--- config.mk ---
export PLATFORM = sky130hd
export DESIGN_NAME = lcd_serial_frame_transmitter
export DESIGN_NICKNAME = d
export VERILOG_FILES = /design/src/design/lsft_pkg.sv /design/src/design/lcd_serial_frame_transmitter.sv /design/src/design/lsft_front.sv /design/src/design/lsft_fifo.sv /design/src/design/lsft_back.sv
export SDC_FILE = /design/constraint.sdc
export NUM_CORES = 1
export LEC_CHECK = 0
export ABC_AREA = 1
export BUFFER_PORTS_ARGS = -buffer_cell sky130_fd_sc_hd__buf_2
export CAP_MARGIN = 15
export CORE_ASPECT_RATIO = 1.4
export CORE_MARGIN = 5
export CORE_UTILIZATION = 25
export CTS_CLUSTER_DIAMETER = 30
export CTS_CLUSTER_SIZE = 14
export DETAILED_ROUTE_END_ITERATION = 8
export GPL_TIMING_DRIVEN = 0
export HOLD_SLACK_MARGIN = 0.15
export PLACE_DENSITY = 0.41
export SETUP_SLACK_MARGIN = 0.4
export SYNTH_ARGS = -nofsm -noshare
export SYNTH_HDL_FRONTEND = slang
export SYNTH_SLANG_ARGS = --single-unit
--- constraint.sdc ---
create_clock -name clk -period 2.1 [get_ports clk]
set_input_delay 0.105 -clock clk [delete_from_list [all_inputs] [get_ports clk]]
set_output_delay 0.105 -clock clk [all_outputs]
set_load 0.01 [all_outputs]
--- src/design/lsft_pkg.sv ---
`timescale 1ns / 1ps

package lsft_pkg;

    localparam logic [1:0] OP_COMMAND  = 2'd0;
    localparam logic [1:0] OP_DATA     = 2'd1;
    localparam logic [1:0] OP_POSITION = 2'd2;

    localparam logic [7:0] SYNC_COMMAND = 8'hF8;
    localparam logic [7:0] SYNC_DATA    = 8'hFA;
    localparam logic [7:0] ADDR_COMMAND = 8'h80;
    localparam logic [3:0] FOLD_COL     = 4'd8;

    localparam int FRAME_BITS = 24;
    localparam int CNT_W      = $clog2(FRAME_BITS);
    localparam int FIFO_DEPTH = 2;
    localparam int FIFO_AW    = $clog2(FIFO_DEPTH);

    typedef struct packed {
        logic [1:0] opcode;
        logic [7:0] value;
        logic [3:0] column_word;
        logic [5:0] row;
    } req_t;

    typedef struct packed {
        logic serial_bit;
        logic frame_start;
        logic last_bit;
    } tx_t;

    // One queued job: one or two frames; the second frame is always a command
    typedef struct packed {
        logic       two_frames;
        logic       is_data;
        logic [7:0] byte0;
        logic [7:0] byte1;
    } job_t;

    function automatic logic [FRAME_BITS-1:0] build_frame(input logic [7:0] sync,
                                                          input logic [7:0] data);
        build_frame = {sync, data[7:4], 4'h0, data[3:0], 4'h0};
    endfunction

endpackage

--- src/design/lcd_serial_frame_transmitter.sv ---
`timescale 1ns / 1ps

// Serial write-frame transmitter: each request word becomes 24 wire bits (command or
// data byte) or 48 (cursor position: Y then X address command), one bit per result
// word, MSB first. The back end sends one bit per cycle, unless the output is stalled,
// from a frame shift register; before each request it passes through its idle state,
// where it loads the frame from the two-entry job queue. Opcode 3 is taken and
// produces nothing.
module lcd_serial_frame_transmitter
    import lsft_pkg::*;
(
    input  logic clk,
    input  logic rst_n,
    input  logic req_valid,
    output logic req_stall,
    input  req_t req_data,
    output logic tx_valid,
    input  logic tx_stall,
    output tx_t  tx_data
);

    job_t job_in;
    job_t job_out;
    logic keep;
    logic full;
    logic job_valid;
    logic job_pop;

    assign req_stall = full;

    lsft_front u_front (
        .req_data (req_data),
        .job      (job_in),
        .keep     (keep)
    );

    lsft_fifo u_fifo (
        .clk       (clk),
        .rst_n     (rst_n),
        .push      (req_valid && keep),
        .push_job  (job_in),
        .full      (full),
        .pop_valid (job_valid),
        .pop       (job_pop),
        .pop_job   (job_out)
    );

    lsft_back u_back (
        .clk       (clk),
        .rst_n     (rst_n),
        .job_valid (job_valid),
        .job       (job_out),
        .job_pop   (job_pop),
        .tx_valid  (tx_valid),
        .tx_stall  (tx_stall),
        .tx_data   (tx_data)
    );

endmodule

--- src/design/lsft_front.sv ---
`timescale 1ns / 1ps

module lsft_front
    import lsft_pkg::*;
(
    input  req_t req_data,
    output job_t job,
    output logic keep
);

    logic       fold;
    logic [5:0] row_f;
    logic [3:0] col_f;

    // Fold the lower half of the panel onto the upper rows
    assign fold  = req_data.row[5];
    assign row_f = {1'b0, req_data.row[4:0]};
    assign col_f = req_data.column_word + (fold ? FOLD_COL : 4'd0);

    always_comb
    begin
        job        = '0;
        keep       = 1'b0;
        case (req_data.opcode)
            OP_COMMAND:
            begin
                keep      = 1'b1;
                job.byte0 = req_data.value;
            end
            OP_DATA:
            begin
                keep        = 1'b1;
                job.is_data = 1'b1;
                job.byte0   = req_data.value;
            end
            OP_POSITION:
            begin
                keep           = 1'b1;
                job.two_frames = 1'b1;
                job.byte0      = ADDR_COMMAND | {2'b00, row_f};
                job.byte1      = ADDR_COMMAND | {4'h0, col_f};
            end
            default:
            begin
                keep = 1'b0;
            end
        endcase
    end

endmodule

--- src/design/lsft_fifo.sv ---
`timescale 1ns / 1ps

module lsft_fifo
    import lsft_pkg::*;
(
    input  logic clk,
    input  logic rst_n,
    input  logic push,
    input  job_t push_job,
    output logic full,
    output logic pop_valid,
    input  logic pop,
    output job_t pop_job
);

    job_t                 mem_reg [FIFO_DEPTH];
    logic [FIFO_AW-1:0]   wptr_reg, wptr_next;
    logic [FIFO_AW-1:0]   rptr_reg, rptr_next;
    logic [FIFO_AW:0]     count_reg, count_next;
    logic                 do_push, do_pop;

    assign full      = (count_reg == (FIFO_AW+1)'(FIFO_DEPTH));
    assign pop_valid = (count_reg != '0);
    assign do_push   = push && !full;
    assign do_pop    = pop && pop_valid;
    assign pop_job   = mem_reg[rptr_reg];

    always_comb
    begin
        wptr_next  = do_push ? wptr_reg + 1'b1 : wptr_reg;
        rptr_next  = do_pop ? rptr_reg + 1'b1 : rptr_reg;
        count_next = count_reg;
        if (do_push && !do_pop)
        begin
            count_next = count_reg + 1'b1;
        end
        else if (do_pop && !do_push)
        begin
            count_next = count_reg - 1'b1;
        end
    end

    always_ff @(posedge clk or negedge rst_n)
    begin
        if (!rst_n)
        begin
            wptr_reg  <= '0;
            rptr_reg  <= '0;
            count_reg <= '0;
        end
        else
        begin
            wptr_reg  <= wptr_next;
            rptr_reg  <= rptr_next;
            count_reg <= count_next;
        end
    end

    always_ff @(posedge clk)
    begin
        if (do_push)
        begin
            mem_reg[wptr_reg] <= push_job;
        end
    end

    a_count_bound: assert property (@(posedge clk) disable iff (!rst_n)
        count_reg <= (FIFO_AW+1)'(FIFO_DEPTH))
        else $error("queue count beyond depth");

endmodule

--- src/design/lsft_back.sv ---
`timescale 1ns / 1ps

module lsft_back
    import lsft_pkg::*;
(
    input  logic clk,
    input  logic rst_n,
    input  logic job_valid,
    input  job_t job,
    output logic job_pop,
    output logic tx_valid,
    input  logic tx_stall,
    output tx_t  tx_data
);

    typedef enum logic [1:0] {
        ST_IDLE = 2'b01,
        ST_SEND = 2'b10
    } state_t;

    state_t                 state_reg, state_next;
    logic [CNT_W-1:0]       cnt_reg, cnt_next;
    logic [FRAME_BITS-1:0]  frame_reg, frame_next;
    logic                   pending_reg, pending_next;
    logic [7:0]             second_reg, second_next;
    logic                   valid_reg, valid_next;
    tx_t                    word_reg, word_next;
    logic                   advance;
    logic                   frame_end;

    assign advance   = !valid_reg || !tx_stall;
    assign frame_end = (cnt_reg == CNT_W'(FRAME_BITS - 1));
    assign job_pop   = (state_reg == ST_IDLE);
    assign tx_valid  = valid_reg;
    assign tx_data   = word_reg;

    always_comb
    begin
        state_next   = state_reg;
        cnt_next     = cnt_reg;
        frame_next   = frame_reg;
        pending_next = pending_reg;
        second_next  = second_reg;
        valid_next   = valid_reg;
        word_next    = word_reg;
        if (advance)
        begin
            valid_next = 1'b0;
        end
        case (state_reg)
            ST_IDLE:
            begin
                if (job_valid)
                begin
                    frame_next   = build_frame(job.is_data ? SYNC_DATA : SYNC_COMMAND,
                                               job.byte0);
                    pending_next = job.two_frames;
                    second_next  = job.byte1;
                    cnt_next     = '0;
                    state_next   = ST_SEND;
                end
            end
            ST_SEND:
            begin
                if (advance)
                begin
                    valid_next            = 1'b1;
                    word_next.serial_bit  = frame_reg[FRAME_BITS-1];
                    word_next.frame_start = (cnt_reg == '0);
                    word_next.last_bit    = frame_end && !pending_reg;
                    frame_next            = {frame_reg[FRAME_BITS-2:0], 1'b0};
                    cnt_next              = cnt_reg + 1'b1;
                    if (frame_end)
                    begin
                        cnt_next = '0;
                        if (pending_reg)
                        begin
                            // Chain the X address frame straight on
                            frame_next   = build_frame(SYNC_COMMAND, second_reg);
                            pending_next = 1'b0;
                        end
                        else
                        begin
                            state_next = ST_IDLE;
                        end
                    end
                end
            end
            default:
            begin
                state_next = ST_IDLE;
            end
        endcase
    end

    always_ff @(posedge clk or negedge rst_n)
    begin
        if (!rst_n)
        begin
            state_reg   <= ST_IDLE;
            cnt_reg     <= '0;
            pending_reg <= 1'b0;
            valid_reg   <= 1'b0;
        end
        else
        begin
            state_reg   <= state_next;
            cnt_reg     <= cnt_next;
            pending_reg <= pending_next;
            valid_reg   <= valid_next;
        end
    end

    always_ff @(posedge clk)
    begin
        frame_reg  <= frame_next;
        second_reg <= second_next;
        word_reg   <= word_next;
    end

    a_start_is_one: assert property (@(posedge clk) disable iff (!rst_n)
        valid_reg && word_reg.frame_start |-> word_reg.serial_bit)
        else $error("frame does not open with a sync one");

    a_start_not_last: assert property (@(posedge clk) disable iff (!rst_n)
        valid_reg |-> !(word_reg.frame_start && word_reg.last_bit))
        else $error("first and last bit of a frame coincide");

    a_idle_no_pending: assert property (@(posedge clk) disable iff (!rst_n)
        state_reg == ST_IDLE |-> !pending_reg)
        else $error("second frame left pending while idle");

endmodule

==> impl_metrics.csv, run 1 <==
group,metric,value,unit
status,status,"finished clean",
timing,fin_crit_sh,79.4,%
die,die_h,142,um
timing,post-route-min-period,1.67,ns
worst_setup_path,regToRegEndpoint,"u_fifo.count_reg[1]",
detailed_routing,ant_nets,0,
cells_and_area,antenna_cells,0,
clocking,htree_num_levels,3,
timing,finalSetupViolations,0,
worst_setup_path,rr_worst_depth,6,
timing,hold_viol,0,
cells_and_area,layout.nets,404,
timing,max-slew-margin-rel,65.3,%
detailed_routing,drc,0,
timing,slew_viol_final,0,
hold_path,min_to,"u_fifo.mem_reg[0][3]",
yosys,synth-async-reset-ratio,18.8,%
yosys,yosys_most_used_dff,"edfxtp_1",
worst_setup_path,setup.worst_path.end_class,"flip-flop",
worst_setup_path,required,2.31,ns
detailed_routing,first_pass_iters,4,
global_routing,antenna_found_initial,0,
hold_path,hold_path_depth,3,
die,start_util,25.3,%
clocking,clk_path_buf_depth,2,
place,hpwl,4410,um
hold_path,worstHoldStart,"req_data[5]",
timing,final.setup.worst_slack,0.433,ns
yosys,syn_inst,309,
run,cap_violations,0,
timing,tightestPinTransition,0.519,ns
worst_setup_path,critPathSlowestCell,"dfstp_2",
place,portBuffers,28,
global_routing,grt_start_max_net_pins,14,
clocking,cts_made_buffers,9,
place,place.gp.congestion,0.737,
worst_setup_path,cp_data_arrival_time,1.88,ns
yosys,synth_top_area_share,54.3,%
yosys,synth_nets,338,
cells_and_area,layout.area.seq,0.00201,sq mm
global_routing,grt.total_usage,9.11,%
die,core,0.0123,sq mm
yosys,syn-cell-area,0.00310,sq mm
yosys,synth.avg_cell_area,10.0,sq um
clocking,clk_latency,0.33,ns
yosys,synth_top_area_cell,"edfxtp_1",
yosys,ys_types,25,
die,dieWidth,104,um
timing,fin_skew,0.00566,ns
power,power_leakage,1.81,nW
detailed_routing,via_per_inst,4.04,
clocking,cts_tree,"yes",
yosys,synth_commonest_cells,"nand2_1 (92), edfxtp_1 (56), inv_1 (43), nor2_1 (40), o21ai_0 (19)",
global_routing,grt-ovfl-total,0,
worst_setup_path,r2r_start,"u_back.state_reg[0]",
die,io_pins,29,
cells_and_area,drive_gt1_share,20.0,%
yosys,yosysMostFrequentCell,"nand2_1",
cells_and_area,largest_reg_flops,28,
cells_and_area,multi_input_area,910,sq um
worst_setup_path,setup.worst_path.start_class,"flip-flop",
timing,grt_setup_unrepaired,"true",
timing,hold_ws,0.157,ns
detailed_routing,wl_per_cell,12.0,um
worst_setup_path,crit_type,"reg2reg",
power,peakVddDrop,0.000502,V
global_routing,grt_pass1_vias,2181,
hold_path,hp-class,"in2reg",
worst_setup_path,path_max_fanout,4,
cells_and_area,synthToLayoutAreaGrowth,31.4,%
yosys,synth_edf_count,56,
worst_setup_path,critPathMaxStageDelay,0.55,ns
yosys,synth-seq-cells,69,
clocking,numClockSinks,69,
timing,fmax,600,MHz
yosys,yosys_warnings,0,
clocking,cts-root-buf,"clkbuf_16",
detailed_routing,routed-via-count,2139,
place,dp_slack,0.0689,ns
detailed_routing,drt_iter0_markers,67,
detailed_routing,wl,6370,um
global_routing,grt_pass1_wl,10600,um
worst_setup_path,crit_chain,"ha_2, o21ai_1, ha_1, nor2_1, nand2_1, xor2_1",
power,power_density,1460,mW/mm^2
die,rows,48,
die,die-area,0.0147,sq mm
cells_and_area,fin_util,33.2,%
yosys,synthTopCellsByArea,"edfxtp_1 (54%), nand2_1 (11%), dfrtp_1 (9.7%), inv_1 (5.2%), nor2_1 (4.9%)",
clocking,path_clk_slew,0.05,ns
worst_setup_path,r2r_slack,0.43,ns
yosys,synth_seq_area_share,64.9,%
cells_and_area,fillers,1289,
## cells in the final DEF, fill, tap and decap left out, drive strengths merged, types with 3 or more instances in the layout
cell type    Yosys  routed
nand2           95      95
edfxtp          56      56
inv             46      45
buf              5      44
nor2            41      41
o21ai           19      19
nand3           16      16
dlygate4sd3      0      14
clkbuf           1      14
dfrtp           12      12
ha               5       5
clkinvlp         0       3
xor2             3       3
## metrics by stage
stage	cells	setup TNS [ns]	power [mW]	cell area, sq um
after CTS	525	0	5.88	3990
after floorplan	309	0	3.43	3120
final	530	0	5.95	4070
after detailed placement	489	0	3.94	3470
after global placement	487	-0.269	3.88	3450
after global routing	530	0	6.38	4070
## power breakdown
group | switching, mW | internal [mW] | total [mW] | leakage [nW]
Sequential | 0.198 | 2.10 | 2.30 | 0.681
Clock | 0.540 | 1.07 | 1.61 | 0.153
Combinational | 1.19 | 0.851 | 2.04 | 0.978
## critical path: cells and delay by family (launching register included)
kind                     cells  cell delay [ns]
AO/OA/AOI/OAI                1             0.13
XOR/XNOR                     1             0.14
adder cells (fa/ha/maj)      2             0.56
flip-flops                   1             0.55
AND/OR/NAND/NOR              2             0.17
## worst max-delay path by stage
stage                                  to  slack [ns]                start  cells past startpoint
finish                u_fifo.count_reg[1]        0.43  u_back.state_reg[0]                      6
global route        u_fifo.mem_reg[0][10]        0.29  u_fifo.count_reg[0]                      5
CTS                   u_back.frame_reg[4]        0.39  u_back.state_reg[0]                      7
detailed placement   u_back.frame_reg[12]        0.07  u_back.state_reg[0]                      4
global placement    u_fifo.mem_reg[1][13]       -0.02  u_fifo.count_reg[0]                      4
floorplan            u_back.frame_reg[10]        0.42  u_back.state_reg[0]                      6
## per-layer routing
layer | vias up | GRT usage (%) | part of all wire [%]
li1 | 1123 | - | -
met1 | 977 | 9.93 | 42
met2 | 30 | 16.5 | 53
met3 | 9 | 2.14 | 3.1
met4 | 0 | 4.50 | 1.8
met5 | - | 0 | 0
## area by class of cell
type	count	share of cell area, %
Inverter	47	4.58
Sequential cell	69	49.4
Clock inverter	4	1.78
Timing Repair Buffer	54	10.1
Buffer	6	0.923
Tap cell	150	4.61
Timing Repair inverter	1	0.185
Multi-Input combinational cell	187	22.4
Clock buffer	12	6.06
## cells by family after synthesis
family | count (synthesis) | synth area share (%)
adders and majority gates | 5 | 2.02
buffers and inverters | 53 | 7.03
AOI/OAI and AO/OA | 23 | 3.84
and+or+nand+nor | 154 | 20.8
xor gates and xnor gates | 5 | 1.41
DFF | 69 | 64.9
## timing repair
action | CTS | global route
gates resized for setup | 4 | 7
gates cloned | 1 | 1
setup endpoints to repair | 22 | 53
pin swaps | 1 | 1
hold buffers | 14 | 0
endpoints found under the hold margin | 38 | 0
setup buffers | 5 | 4
Note: power is estimated with default switching activity, not from simulation.
==> inputs of run 2 (changes only) <==
==> constraint.sdc (replaced) <==
create_clock -name clk -period 1.5 [get_ports clk]
set_input_delay 0.075 -clock clk [delete_from_list [all_inputs] [get_ports clk]]
set_output_delay 0.075 -clock clk [all_outputs]
set_load 0.01 [all_outputs]
==> impl_metrics.csv, run 2 (synthesized netlist as in run 1, its figures left out) <==
group,metric,value,unit
timing,hold_ws,0.155,ns
cells_and_area,layout.area.seq,0.00201,sq mm
clocking,clk_latency,0.33,ns
power,design_power_total,9.68,mW
power,switching_share,35.2,%
timing,max-slew-margin-rel,76.5,%
timing,slew_viol_final,0,
power,p_sw,3.40,mW
status,violations,"negative setup slack",
clocking,cts_tree,"yes",
detailed_routing,routed-via-count,2323,
detailed_routing,ant_nets,0,
timing,tightestPinTransition,0.352,ns
worst_setup_path,setup.worst_path.start_class,"flip-flop",
die,rows,48,
power,power_leakage,2.06,nW
detailed_routing,wl,7060,um
worst_setup_path,cp_data_arrival_time,1.65,ns
worst_setup_path,required,1.55,ns
die,io_pins,29,
place,place.gp.congestion,0.713,
cells_and_area,stdcell_count,569,
clocking,htree_num_levels,3,
cells_and_area,layout_common_cells,"nand2_1 (71), edfxtp_1 (56), inv_1 (29), buf_2 (29)",
clocking,clk_path_buf_depth,2,
detailed_routing,drt_iter0_markers,69,
cells_and_area,drive_gt1_share,42.5,%
timing,finalSetupViolations,38,
timing,hold_viol,0,
detailed_routing,wl_per_cell,12.4,um
cells_and_area,layout.nets,443,
die,die_h,142,um
die,die-area,0.0147,sq mm
timing,final.setup.worst_slack,-0.0979,ns
detailed_routing,first_pass_iters,4,
timing,grt_setup_unrepaired,"true",
power,peakVddDrop,0.000697,V
worst_setup_path,path_max_fanout,5,
global_routing,grt_start_max_net_pins,15,
cells_and_area,fin_util,39.7,%
timing,fin_crit_sh,107,%
power,pwr-share-seq,33.8,%
die,dieWidth,104,um
global_routing,antenna_found_initial,0,
timing,post-route-min-period,1.60,ns
detailed_routing,via_per_inst,4.08,
run,cap_violations,0,
power,internal_power,6.27,mW
timing,fin_skew,0.00626,ns
place,dp_cells,487,
hold_path,hp-class,"in2reg",
clocking,cts_made_buffers,9,
status,status,"finished with violations",
global_routing,grt.total_usage,10.0,%
clocking,path_clk_slew,0.06,ns
timing,fmax,626,MHz
global_routing,grt_pass1_wl,11500,um
cells_and_area,fillers,1214,
die,start_util,25.3,%
global_routing,grt_pass1_vias,2294,
die,core,0.0123,sq mm
cells_and_area,synthToLayoutAreaGrowth,57.1,%
worst_setup_path,crit_type,"reg2reg",
cells_and_area,largest_reg_flops,28,
cells_and_area,antenna_cells,0,
power,power_density,1990,mW/mm^2
clocking,numClockSinks,69,
place,hpwl,4340,um
clocking,cts-root-buf,"clkbuf_16",
power,p_comb_share,46.6,%
detailed_routing,drc,0,
place,portBuffers,28,
power,clockPowerShare,19.6,%
cells_and_area,multi_input_area,0.00123,sq mm
worst_setup_path,setup.worst_path.end_class,"flip-flop",
global_routing,grt-ovfl-total,0,
cells_and_area,final_common_cell,"nand2_1",
==> run 2: cell types whose count changed in the layout (fill, tap and decap cells not counted), moves of 8 or more <==
cell,delta
nor2_4,+9
inv_1,-12
nor2_1,-14
inv_2,+8
nand2_2,+15
buf_4,+18
nand2_1,-21
o21ai_0,-9
==> run 2: timing repair <==
action,in CTS,in global routing
gates resized for setup,59,58
hold buffers,19,0
pin swaps,17,24
setup buffers,20,22
hold endpoints to repair,41,0
cloned,4,1
setup endpoints to repair,96,98
==> run 2: power by group through the flow <==
stage	Sequential, mW	Combinational [mW]	Clock, mW
after floorplan	3.21	1.70	0
after global routing	3.34	4.96	2.03
final	3.27	4.51	1.89
after global placement	3.28	2.26	0
after CTS	3.27	3.49	1.94
after detailed placement	3.29	2.29	0
==> run 2: path summary, 6_finish.rpt <==
check,from,end,slack [ns],cells past startpoint
max in group asynchronous,rst_n,u_back.state_reg[0],1.02,2
worst min-delay path,req_data[10],u_fifo.mem_reg[0][8],0.15,3
worst min register to register,u_back.frame_reg[23],u_back.tx_data[2],0.42,0
min in group asynchronous,rst_n,u_fifo.count_reg[0],0.18,2
worst max register to register,u_back.state_reg[0],u_back.frame_reg[14],-0.1,7
worst max-delay path,u_back.state_reg[0],u_back.frame_reg[14],-0.1,7
==> run 2: layer usage <==
metal  global-route usage, %  share of wire [%]  up-vias
met2                    18.1                 55       43
met1                    11.0                 40     1066
met3                    2.32                3.3        9
met5                       0                  0        -
met4                    4.71                1.9        0
li1                        -                  -     1205
==> run 2: layout make-up <==
cell class              instances  area share [%]
flip-flops and latches         69            41.4
multi-input cells             187            25.3
repair buffers                 93            17.9
clock buffers                   9            4.63
inverters                      47            4.30
well taps                     150            3.86
plain buffers                   6            1.65
clock inverters                 7           0.875
repair inverters                1           0.154
==> run 2: critical path: stages (launching register included) <==
cell and delay (ns):
dfstp_2 0.53, inv_2 0.04, ha_4 0.15, buf_8 0.12
nand3_4 0.06, nand3_4 0.12, clkinvlp_4 0.14, clkbuf_16 0.15
==> run 2: through the flow <==
step | setup slack [ns] | instance area [sq um] | TNS (ns)
floorplan | -0.149 | 3180 | -3.24
global placement | -0.453 | 3510 | -10.17
detailed placement | -0.469 | 3510 | -10.51
CTS | -0.140 | 4450 | -3.12
global route | -0.146 | 4860 | -4.28
finish | -0.0979 | 4860 | -1.83
